**config.mk**
```make
export PLATFORM = sky130hd
export DESIGN_NAME = aabb_broad_phase_pairs
export DESIGN_NICKNAME = d
export VERILOG_FILES = /design/src/rtl/abpp_pkg.sv /design/src/rtl/aabb_broad_phase_pairs.sv /design/src/rtl/abpp_ctrl.sv /design/src/rtl/abpp_dp.sv
export VERILOG_INCLUDE_DIRS = /design/src /design/src/rtl
export SDC_FILE = /design/constraint.sdc
export NUM_CORES = 2
export LEC_CHECK = 0
export ABC_AREA = 0
export BUFFER_PORTS_ARGS = -buffer_cell sky130_fd_sc_hd__buf_2
export CORE_MARGIN = 2
export CORE_UTILIZATION = 63
export CTS_CLUSTER_SIZE = 10
export DETAILED_ROUTE_END_ITERATION = 8
export PLACE_DENSITY = 0.81
export SYNTH_ARGS = -nofsm -noshare
export SYNTH_HDL_FRONTEND = slang
export SYNTH_HIERARCHICAL = 1
export SYNTH_SLANG_ARGS = --single-unit
```
**constraint.sdc**
```tcl
create_clock -name i_clk -period 24.5 [get_ports i_clk]
set_input_delay 1.225 -clock i_clk [delete_from_list [all_inputs] [get_ports i_clk]]
set_output_delay 1.225 -clock i_clk [all_outputs]
set_load 0.1 [all_outputs]
```
**src/rtl/aabb_broad_phase_pairs_macros.svh**
```systemverilog
// Assertion macros shared by the broad-phase pair block.
// Both macros sample on i_clk and are disabled while i_rst_n is low.
`ifndef AABB_BROAD_PHASE_PAIRS_MACROS_SVH
`define AABB_BROAD_PHASE_PAIRS_MACROS_SVH

// Same-cycle implication.
`define ABPP_ASSERT_IMP(label, ante, cons) \
    label: assert property (@(posedge i_clk) disable iff (!i_rst_n) (ante) |-> (cons)) \
        else $error("abpp: same-cycle check failed");

// Next-cycle implication.
`define ABPP_ASSERT_NXT(label, ante, cons) \
    label: assert property (@(posedge i_clk) disable iff (!i_rst_n) (ante) |=> (cons)) \
        else $error("abpp: next-cycle check failed");

`endif

```
**src/rtl/abpp_pkg.sv**
```systemverilog
`timescale 1ns / 1ps

package abpp_pkg;

    localparam int MAX_ENTITIES = 8;
    localparam int COORD_BITS   = 32;

    localparam int IDX_W = (MAX_ENTITIES > 1) ? $clog2(MAX_ENTITIES) : 1;
    localparam int CNT_W = $clog2(MAX_ENTITIES + 1);

    localparam logic [CNT_W-1:0] MAX_CNT = CNT_W'(MAX_ENTITIES);

    typedef struct packed {
        logic signed [31:0] lo_x;
        logic signed [31:0] lo_y;
        logic signed [31:0] lo_z;
        logic signed [31:0] hi_x;
        logic signed [31:0] hi_y;
        logic signed [31:0] hi_z;
        logic               is_empty;
        logic               may_collide;
        logic               is_stable;
        logic               last_entity;
    } t_req;

    typedef struct packed {
        logic       pair_valid;
        logic [2:0] index_a;
        logic [2:0] index_b;
        logic       a_moves;
        logic       b_moves;
        logic       last_pair;
    } t_result;

    typedef struct packed {
        logic signed [COORD_BITS-1:0] lo_x;
        logic signed [COORD_BITS-1:0] lo_y;
        logic signed [COORD_BITS-1:0] lo_z;
        logic signed [COORD_BITS-1:0] hi_x;
        logic signed [COORD_BITS-1:0] hi_y;
        logic signed [COORD_BITS-1:0] hi_z;
        logic                         is_empty;
        logic                         may_collide;
        logic                         is_stable;
    } t_box;

    typedef struct packed {
        logic load;
        logic sweep_init;
        logic sweep;
        logic finish;
    } t_cmd;

    typedef struct packed {
        logic done;
    } t_status;

    // Sign-extend or truncate a 32-bit coordinate to the stored width.
    function automatic logic signed [COORD_BITS-1:0] take_coord(logic signed [31:0] v);
        logic signed [COORD_BITS+31:0] w;
        w = (COORD_BITS + 32)'(v);
        return w[COORD_BITS-1:0];
    endfunction

    // Result indexes keep their low three bits.
    function automatic logic [2:0] idx3(logic [IDX_W-1:0] v);
        logic [IDX_W+2:0] w;
        w = (IDX_W + 3)'(v);
        return w[2:0];
    endfunction

endpackage

```
**src/rtl/aabb_broad_phase_pairs.sv**
```systemverilog
`timescale 1ns / 1ps
// Loading accepts a box with each request while idle and returns nothing; busy stays low while boxes load.
// After the box marked last, the block tests one pair per cycle from its box memory,
// staying busy until every pair of the N boxes held has been tested.
// Results leave on one-cycle strobes that the receiver cannot stall; the final result
// is strobed in the first cycle with busy low, when the next request can already enter.
// Reset is synchronous and active low: it empties the box set and clears all strobes.

`include "aabb_broad_phase_pairs_macros.svh"

module aabb_broad_phase_pairs (
    input  logic              i_clk,
    input  logic              i_rst_n,
    input  logic              i_start,
    input  abpp_pkg::t_req    i_req,
    output logic              o_busy,
    output logic              o_valid,
    output abpp_pkg::t_result o_result
);

    // The controller decodes request acceptance and walks the pair sweep; the datapath
    // owns the box memory, the pair counters, the compare stage and the result register.
    abpp_pkg::t_cmd    w_cmd;
    abpp_pkg::t_status w_status;

    abpp_ctrl u_ctrl (
        .i_clk    (i_clk),
        .i_rst_n  (i_rst_n),
        .i_start  (i_start),
        .i_last   (i_req.last_entity),
        .i_status (w_status),
        .o_cmd    (w_cmd),
        .o_busy   (o_busy)
    );

    // Each sweep cycle reads two boxes; the next cycle compares them. A qualifying pair
    // waits in a holding register until either another pair or the end of the sweep
    // decides whether it is the last one of the set.
    abpp_dp u_dp (
        .i_clk    (i_clk),
        .i_rst_n  (i_rst_n),
        .i_cmd    (w_cmd),
        .i_req    (i_req),
        .o_status (w_status),
        .o_valid  (o_valid),
        .o_result (o_result)
    );

    // An empty result only ever closes a set.
    `ABPP_ASSERT_IMP(a_empty_is_last, o_valid && !o_result.pair_valid, o_result.last_pair)
    // A reported pair always has at least one moving member.
    `ABPP_ASSERT_IMP(a_pair_moves, o_valid && o_result.pair_valid,
                     o_result.a_moves || o_result.b_moves)
    // Accepting the closing request starts the sweep.
    `ABPP_ASSERT_NXT(a_last_starts, i_start && !o_busy && i_req.last_entity, o_busy)
    // The final result of a set is never followed at once by another result.
    `ABPP_ASSERT_NXT(a_last_gap, o_valid && o_result.last_pair, !o_valid)

endmodule

```
**src/rtl/abpp_ctrl.sv**
```systemverilog
`timescale 1ns / 1ps

module abpp_ctrl (
    input  logic             i_clk,
    input  logic             i_rst_n,
    input  logic             i_start,
    input  logic             i_last,
    input  abpp_pkg::t_status i_status,
    output abpp_pkg::t_cmd   o_cmd,
    output logic             o_busy
);

    typedef enum logic {
        ST_IDLE,
        ST_SWEEP
    } t_state;

    t_state r_state, n_state;
    logic   r_busy, n_busy;

    always_comb begin
        o_cmd            = '0;
        o_cmd.load       = (r_state == ST_IDLE) && i_start;
        o_cmd.sweep_init = o_cmd.load && i_last;
        o_cmd.sweep      = (r_state == ST_SWEEP);
        o_cmd.finish     = o_cmd.sweep && i_status.done;
    end

    always_comb begin
        n_state = r_state;
        case (r_state)
            ST_IDLE: begin
                if (o_cmd.sweep_init) begin
                    n_state = ST_SWEEP;
                end
            end
            ST_SWEEP: begin
                if (o_cmd.finish) begin
                    n_state = ST_IDLE;
                end
            end
            default: n_state = ST_IDLE;
        endcase
        n_busy = (n_state == ST_SWEEP);
    end

    always_ff @(posedge i_clk) begin
        if (!i_rst_n) begin
            r_state <= ST_IDLE;
            r_busy  <= 1'b0;
        end else begin
            r_state <= n_state;
            r_busy  <= n_busy;
        end
    end

    assign o_busy = r_busy;

endmodule

```
**src/rtl/abpp_dp.sv**
```systemverilog
`timescale 1ns / 1ps

module abpp_dp (
    input  logic               i_clk,
    input  logic               i_rst_n,
    input  abpp_pkg::t_cmd     i_cmd,
    input  abpp_pkg::t_req     i_req,
    output abpp_pkg::t_status  o_status,
    output logic               o_valid,
    output abpp_pkg::t_result  o_result
);

    localparam int IDX_W = abpp_pkg::IDX_W;
    localparam int CNT_W = abpp_pkg::CNT_W;

    abpp_pkg::t_box    r_mem [abpp_pkg::MAX_ENTITIES];
    abpp_pkg::t_box    r_box_a, r_box_b;
    abpp_pkg::t_box    w_box;
    abpp_pkg::t_result r_pend, r_out, w_pair, w_final;

    logic [CNT_W-1:0] r_count;
    logic [CNT_W-1:0] r_a, r_b;
    logic             r_s1_valid;
    logic [IDX_W-1:0] r_s1_a, r_s1_b;
    logic             r_pend_valid;
    logic             r_out_valid;

    logic w_issue_ok;
    logic w_write;
    logic w_overlap;
    logic w_qualify;

    always_comb begin
        w_box.lo_x        = abpp_pkg::take_coord(i_req.lo_x);
        w_box.lo_y        = abpp_pkg::take_coord(i_req.lo_y);
        w_box.lo_z        = abpp_pkg::take_coord(i_req.lo_z);
        w_box.hi_x        = abpp_pkg::take_coord(i_req.hi_x);
        w_box.hi_y        = abpp_pkg::take_coord(i_req.hi_y);
        w_box.hi_z        = abpp_pkg::take_coord(i_req.hi_z);
        w_box.is_empty    = i_req.is_empty;
        w_box.may_collide = i_req.may_collide;
        w_box.is_stable   = i_req.is_stable;
    end

    assign w_write    = i_cmd.load && (r_count < abpp_pkg::MAX_CNT);
    assign w_issue_ok = (r_b < r_count);
    assign o_status.done = !w_issue_ok && !r_s1_valid;

    // Box memory: one write port for loading, two registered read ports for the sweep.
    always_ff @(posedge i_clk) begin
        if (w_write) begin
            r_mem[r_count[IDX_W-1:0]] <= w_box;
        end
        if (i_cmd.sweep && w_issue_ok) begin
            r_box_a <= r_mem[r_a[IDX_W-1:0]];
            r_box_b <= r_mem[r_b[IDX_W-1:0]];
        end
    end

    // Strict overlap on all three axes, then the flag rules.
    always_comb begin
        w_overlap = ($signed(r_box_a.lo_x) < $signed(r_box_b.hi_x))
                 && ($signed(r_box_b.lo_x) < $signed(r_box_a.hi_x))
                 && ($signed(r_box_a.lo_y) < $signed(r_box_b.hi_y))
                 && ($signed(r_box_b.lo_y) < $signed(r_box_a.hi_y))
                 && ($signed(r_box_a.lo_z) < $signed(r_box_b.hi_z))
                 && ($signed(r_box_b.lo_z) < $signed(r_box_a.hi_z));
        w_qualify = r_s1_valid
                 && !r_box_a.is_empty && !r_box_b.is_empty
                 && r_box_a.may_collide && r_box_b.may_collide
                 && !(r_box_a.is_stable && r_box_b.is_stable)
                 && w_overlap;

        w_pair            = '0;
        w_pair.pair_valid = 1'b1;
        w_pair.index_a    = abpp_pkg::idx3(r_s1_a);
        w_pair.index_b    = abpp_pkg::idx3(r_s1_b);
        w_pair.a_moves    = !r_box_a.is_stable;
        w_pair.b_moves    = !r_box_b.is_stable;

        if (r_pend_valid) begin
            w_final = r_pend;
        end else begin
            w_final = '0;
        end
        w_final.last_pair = 1'b1;
    end

    always_ff @(posedge i_clk) begin
        if (!i_rst_n) begin
            r_count      <= '0;
            r_a          <= '0;
            r_b          <= '0;
            r_s1_valid   <= 1'b0;
            r_pend_valid <= 1'b0;
            r_out_valid  <= 1'b0;
        end else begin
            r_out_valid <= i_cmd.finish || (w_qualify && r_pend_valid);
            r_s1_valid  <= i_cmd.sweep && w_issue_ok;

            if (w_write) begin
                r_count <= r_count + CNT_W'(1);
            end

            if (i_cmd.sweep_init) begin
                r_a <= '0;
                r_b <= CNT_W'(1);
            end else if (i_cmd.sweep && w_issue_ok) begin
                r_s1_a     <= r_a[IDX_W-1:0];
                r_s1_b     <= r_b[IDX_W-1:0];
                if ((r_b + CNT_W'(1)) < r_count) begin
                    r_b <= r_b + CNT_W'(1);
                end else begin
                    r_a <= r_a + CNT_W'(1);
                    r_b <= r_a + CNT_W'(2);
                end
            end

            // A pair is held back until the next pair arrives so the final one can carry the last mark.
            if (w_qualify) begin
                r_pend       <= w_pair;
                r_pend_valid <= 1'b1;
                if (r_pend_valid) begin
                    r_out       <= r_pend;
                end
            end

            if (i_cmd.finish) begin
                r_out        <= w_final;
                r_pend_valid <= 1'b0;
                r_count      <= '0;
            end
        end
    end

    assign o_valid  = r_out_valid;
    assign o_result = r_out;

endmodule
```
* Yosys cells after proc, flatten, opt, wreduce, memory -nomap -nowiden
Memory sizes are Yosys's and may differ from the RTL's. A register that Yosys moved wholly into a read port is not among the register bits. Cells that the tools add are included.
Operators by class: add/subtract/negate cells 4, equality and inequality tests 0, muxes and demuxes 12, multiply operators 0, magnitude comparators 9, div/mod/pow operators 0, reduce and logical (&&, ||, !) cells 36, bitwise logic cells 4, shift-type cells 0
Operators by type and width (count):
- $lt 32x32->1 | 6
- $mux 10 | 4
- $logic_and 1x1->1 | 19
- $add 4x1->4 const B | 3
- $lt 4x4->1 | 2
- $logic_not 1->1 | 7
- $mux 1 | 6
- $reduce_and 3->1 | 2
- $reduce_bool 2->1 | 3
- $add 4x2->4 const B | 1
- $lt 4x4->1 const B | 1
- $mux 4 | 1
- $not 1->1 | 4
- $reduce_and 2->1 | 2
- $reduce_or 2->1 | 2
- $pmux 1 s2 | 1
- $logic_or 1x1->1 | 1
Storage, ports and cells: output and inout bits 12, memories kept 1, input port bits 199, register bits after elaboration 40, ROM bits 0, latch bits 0, memory bits (writable) 1560
Memory list:
- u_dp.r_mem | depth 8, width 195, rd ports 2, clocked after Yosys merged registers in 2, wr ports 1, RTL line abpp_dp.sv:16 | abpp_pkg::t_box r_mem [abpp_pkg::MAX_ENTITIES];

* Logic depth before layout (Yosys ltp)
depth in word-level cells 9, depth in mapped cells 10

* Modules after synthesis
Netlist, hierarchy kept.
Modules (own cells, without submodules):
- abpp_dp | cells each 4161, seq. area each 59577.1 um^2, times used 1, area an instance 88001.9 um^2
- abpp_ctrl | cells each 7, seq. area each 20.0 um^2, times used 1, area an instance 66.3 um^2

* Worst setup path before layout
Ideal clock, no wire load.
path type input-to-reg, from input i_start, to memory u_dp/r_mem[2][0] in the netlist's numbering, enable pin, data required time 23.273 ns, arrival 19.856 ns, slack 3.417 ns, cell stages on the path 3, setup time 1.227 ns, cells stage by stage nor2b_2 -> nand2_1 -> nor4_1
Between the ends: longest elaborated chain between the ends 4
Ends and longest elaborated chain:
- start: declaration | RTL line aabb_broad_phase_pairs.sv:14 | input logic i_start,
- $logic_and 1x1->1 | RTL line abpp_ctrl.sv:23 | o_cmd.load = (r_state == ST_IDLE) && i_start;
- $logic_and 1x1->1 | RTL line abpp_dp.sv:45 | assign w_write = i_cmd.load && (r_count < abpp_pkg::MAX_CNT);
- $mux 1 | RTL line abpp_dp.sv:51 | if (w_write) begin
- $mux 1 (not written as such) | RTL line abpp_dp.sv:52 | r_mem[r_count[IDX_W-1:0]] <= w_box;
- end: declaration | RTL line abpp_dp.sv:16
No other way between the ends.

* Worst setup path after layout
from register u_dp.r_b[1], to register u_dp/r_box_b[25] (netlist name)
Between the ends: longest elaborated chain between the ends 2
Ends and longest elaborated chain:
- start: declaration | RTL line abpp_dp.sv:22 | logic [CNT_W-1:0] r_a, r_b;
- start signal: assignment | RTL line abpp_dp.sv:112 | r_b <= r_b + CNT_W'(1);
- start signal: assignment | RTL line abpp_dp.sv:115 | r_b <= r_a + CNT_W'(2);
- $lt 4x4->1 | RTL line abpp_dp.sv:46 | assign w_issue_ok = (r_b < r_count);
- $logic_and 1x1->1 | RTL line abpp_dp.sv:54 | if (i_cmd.sweep && w_issue_ok) begin
Several ways; a longest one is shown, not always the timed one. A chain may end at the register's enable or synchronous reset.

==> flow_metrics.py <==
metrics = {
    "status": {
        "status": "completed",
    },
    "synthesis": {
        "syn_inst": 4168,
        "avgSynthCellArea_um2": 21.1,
        "ys.flop_type": "edfxtp_1",
        "ys_types": 66,
        "ys_seq_area_share_pct": 67.7,
        "ys_warn_count": 6,
        "synth-edff-count": 1974,
        "ys_seq_elements": 1990,
        "synthArstFlopShare_pct": 0,
        "synth_nets": 4563,
        "syn_area_um2": 88100,
    },
    "critical_path": {
        "worstSetupEndpointType": "register",
        "worstPathMaxFanout": 71,
        "startpoint_type": "register",
        "arrival_ps": 5320,
        "reg2reg_depth": 7,
        "rrSetupSlack_ps": 19620,
        "path_class": "register to register",
        "cp_cell_sequence": "ha_1 > a21o_1 > a21o_1 > a211oi_4 > buf_4 > buf_4 > buf_4",
        "required_ps": 24930,
        "crit_path_top_delay_cell": "dfxtp_4",
        "crit_top_cell": "buf_4",
        "slowest_delay_ps": 940,
    },
    "timing": {
        "max_freq_ghz": 0.205,
        "fin_ws_ps": 19620,
        "period_share_pct": 19.9,
        "slew_violations": 0,
        "relSlewSlack_pct": 13.1,
        "setup_viol": 0,
        "finalClockSkew_ps": 22.7,
        "rsz0062_at_grt": "false",
        "holdWs_ps": 413,
        "min_period_ps": 4880,
        "worst_slew_pin_slew_ps": 1300,
        "tns_ps": 0,
        "finalHoldViolCount": 0,
    },
    "floorplanning": {
        "die_x_um": 378,
        "ios": 211,
        "start_util_pct": 63.3,
        "die-area_um2": 143000,
        "core_um2": 139000,
        "rows": 137,
        "die_h_um": 378,
    },
    "grt": {
        "grt_pass1_vias": 46365,
        "grt_use_total_pct": 28.1,
        "grt.overflow.total": 0,
        "grt_max_degree": 147,
        "grt_first_pass_wirelength_um": 293000,
        "antenna_found_initial": 59,
    },
    "clocking": {
        "post_cts_resized": 0,
        "ctsHoldBuffers": 0,
        "cts-buffers-inserted": 219,
        "htree_num_levels": 4,
        "cts-root-buf": "clkbuf_16",
        "clkTransAtPathRegs_ps": 60,
        "cts_tree": "done",
        "post-cts-setup-buffer-count": 0,
        "clockBufferDepth": 3,
        "insertion_delay_ps": 820,
        "cts.sinks": 1990,
    },
    "final_layout": {
        "final_util_pct": 69.8,
        "final_common_cell": "edfxtp_1",
        "seqCellArea_um2": 59600,
        "multiInputGateArea_um2": 26800,
        "area_growth_pct": 10.4,
        "final_cell_mix": "edfxtp_1, mux4_2, mux2_2, clkbuf_16, buf_2",
        "fillers": 8133,
        "drive_above_1_share_pct": 37.9,
        "final_nets": 4832,
    },
    "drt": {
        "post_drt_via_cell_ratio": 6.89,
        "vias": 44100,
        "wl_per_cell_um": 30.6,
        "drtIter0Drc": 4697,
        "final_antenna_net_count": 0,
        "wirelength_um": 196000,
        "firstDrtPassIters": 5,
        "drc": 0,
    },
    "placed_design": {
        "hpwl_um": 104000,
        "routabilityCongestion": 0.757,
        "port_buffers": 210,
        "post-place-ws_ps": 18970,
    },
    "min_path": {
        "whs_path_depth": 0,
        "hp-class": "register to register",
    },
    "pwr": {
        "ir_worst_vdd_mv": 0.0591,
        "p_per_area_nw_per_um2": 74.9,
        "leakagePower_nw": 30.9,
    },
    "run": {
        "cap_violations": 0,
    },
}
## path summary, 6_finish.rpt
check                                   endpoint      startpoint
worst max-delay path            u_dp/r_box_b[25]     u_dp/r_b[1]
worst min-delay path              u_dp/r_pend[8]  u_dp/r_s1_a[2]
worst max register to register  u_dp/r_box_b[25]     u_dp/r_b[1]
worst min register to register    u_dp/r_pend[8]  u_dp/r_s1_a[2]
## where the power goes
group | internal, W | switching, W
Combinational | 0.000263 | 0.000267
Sequential | 0.00387 | 0.0000394
Clock | 0.00163 | 0.00121
Total | 0.00576 | 0.00151
## per-stage QoR
step,instances,instance area (um2),total power [W]
CTS,6369,97100,0.00733
global placement,6092,91200,0.00448
finish,6396,97200,0.00728
floorplan,4168,88100,0.00437
detailed placement,6092,91200,0.00450
global route,6380,97200,0.00749
## worst max-delay path, delay by kind of cell, from the launching register on
kind            cells  cell delay, ps
flops               1             940
buf+inv             3            2430
compound gates      3             610
fa+ha+maj           1             380
## cell type report
| type | count | share of cell area, % |
|---|---|---|
| flip-flops and latches | 1990 | 61.3 |
| multi-input cells | 1750 | 27.6 |
| clock buffers | 266 | 5.94 |
| well taps | 1876 | 2.42 |
| repair buffers | 273 | 1.70 |
| inverters | 203 | 0.784 |
| clock inverters | 11 | 0.136 |
| diodes | 27 | 0.0695 |
## routing by layer
layer	global-route usage, %	up-vias	share of wire [%]
li1	-	18150	-
met1	39.2	23586	39
met2	46.1	1962	51
met3	5.36	360	8.0
met4	8.64	42	2.3
met5	0	-	0.12
## registers in the layout (all words and copies together) (netlist names)
| register | flops |
|---|---|
| u_ctrl/o_busy | 1 |
| u_dp/o_result | 10 |
| u_dp/o_valid | 1 |
| u_dp/r_a | 4 |
| u_dp/r_b | 4 |
| u_dp/r_box_a | 195 |
| u_dp/r_box_b | 195 |
| u_dp/r_count | 4 |
| u_dp/r_mem | 1560 |
| u_dp/r_pend | 8 |
| u_dp/r_pend_valid | 1 |
| u_dp/r_s1_a | 3 |
| u_dp/r_s1_b | 3 |
| u_dp/r_s1_valid | 1 |
## Yosys cell counts (3+ instances only)
cell       number  area share [%]
nor3_1         11           0.063
buf_1          24            0.10
a221o_1         3           0.034
clkbuf_1      127            0.54
o211ai_1        7           0.060
edfxtp_1     1974              67
nand2_1        37            0.16
xor2_1          4           0.040
a211oi_1       13            0.11
o41ai_1         3           0.030
mux2_2        391             5.0
a21oi_1        56            0.32
o21ai_0        23            0.13
buf_2          73            0.41
and2_1         12           0.085
nor2b_1         7           0.050
mux4_2        780              20
nand2b_1       13           0.092
nand3_1        17           0.097
dfxtp_1        16            0.36
a2111oi_0       4           0.040
nor4_1          4           0.028
ha_1          196             2.8
xnor2_1         4           0.040
a2111oi_2       3           0.051
o21a_1          5           0.043
and4_1          5           0.050
a21o_1         29            0.25
nand4_1        33            0.23
o2111ai_1       3           0.030
o21bai_1        3           0.026
a221oi_1        3           0.030
inv_1         203            0.87
nor2_1         40            0.17
## cell families (layout without fill, tap and decap cells)
| group | after synthesis | in the layout | share of synthesized area (%) |
|---|---|---|---|
| DFF | 1990 | 1990 | 67.7 |
| muxes | 1173 | 1173 | 25.0 |
| other | 0 | 27 | 0 |
| AOI/OAI and AO/OA | 177 | 177 | 1.37 |
| adders and majority gates | 196 | 196 | 2.78 |
| xor gates and xnor gates | 8 | 8 | 0.0796 |
| and+or+nand+nor | 196 | 196 | 1.19 |
| buffers and inverters | 428 | 753 | 1.93 |
Note: power is estimated with default switching activity, not from simulation.
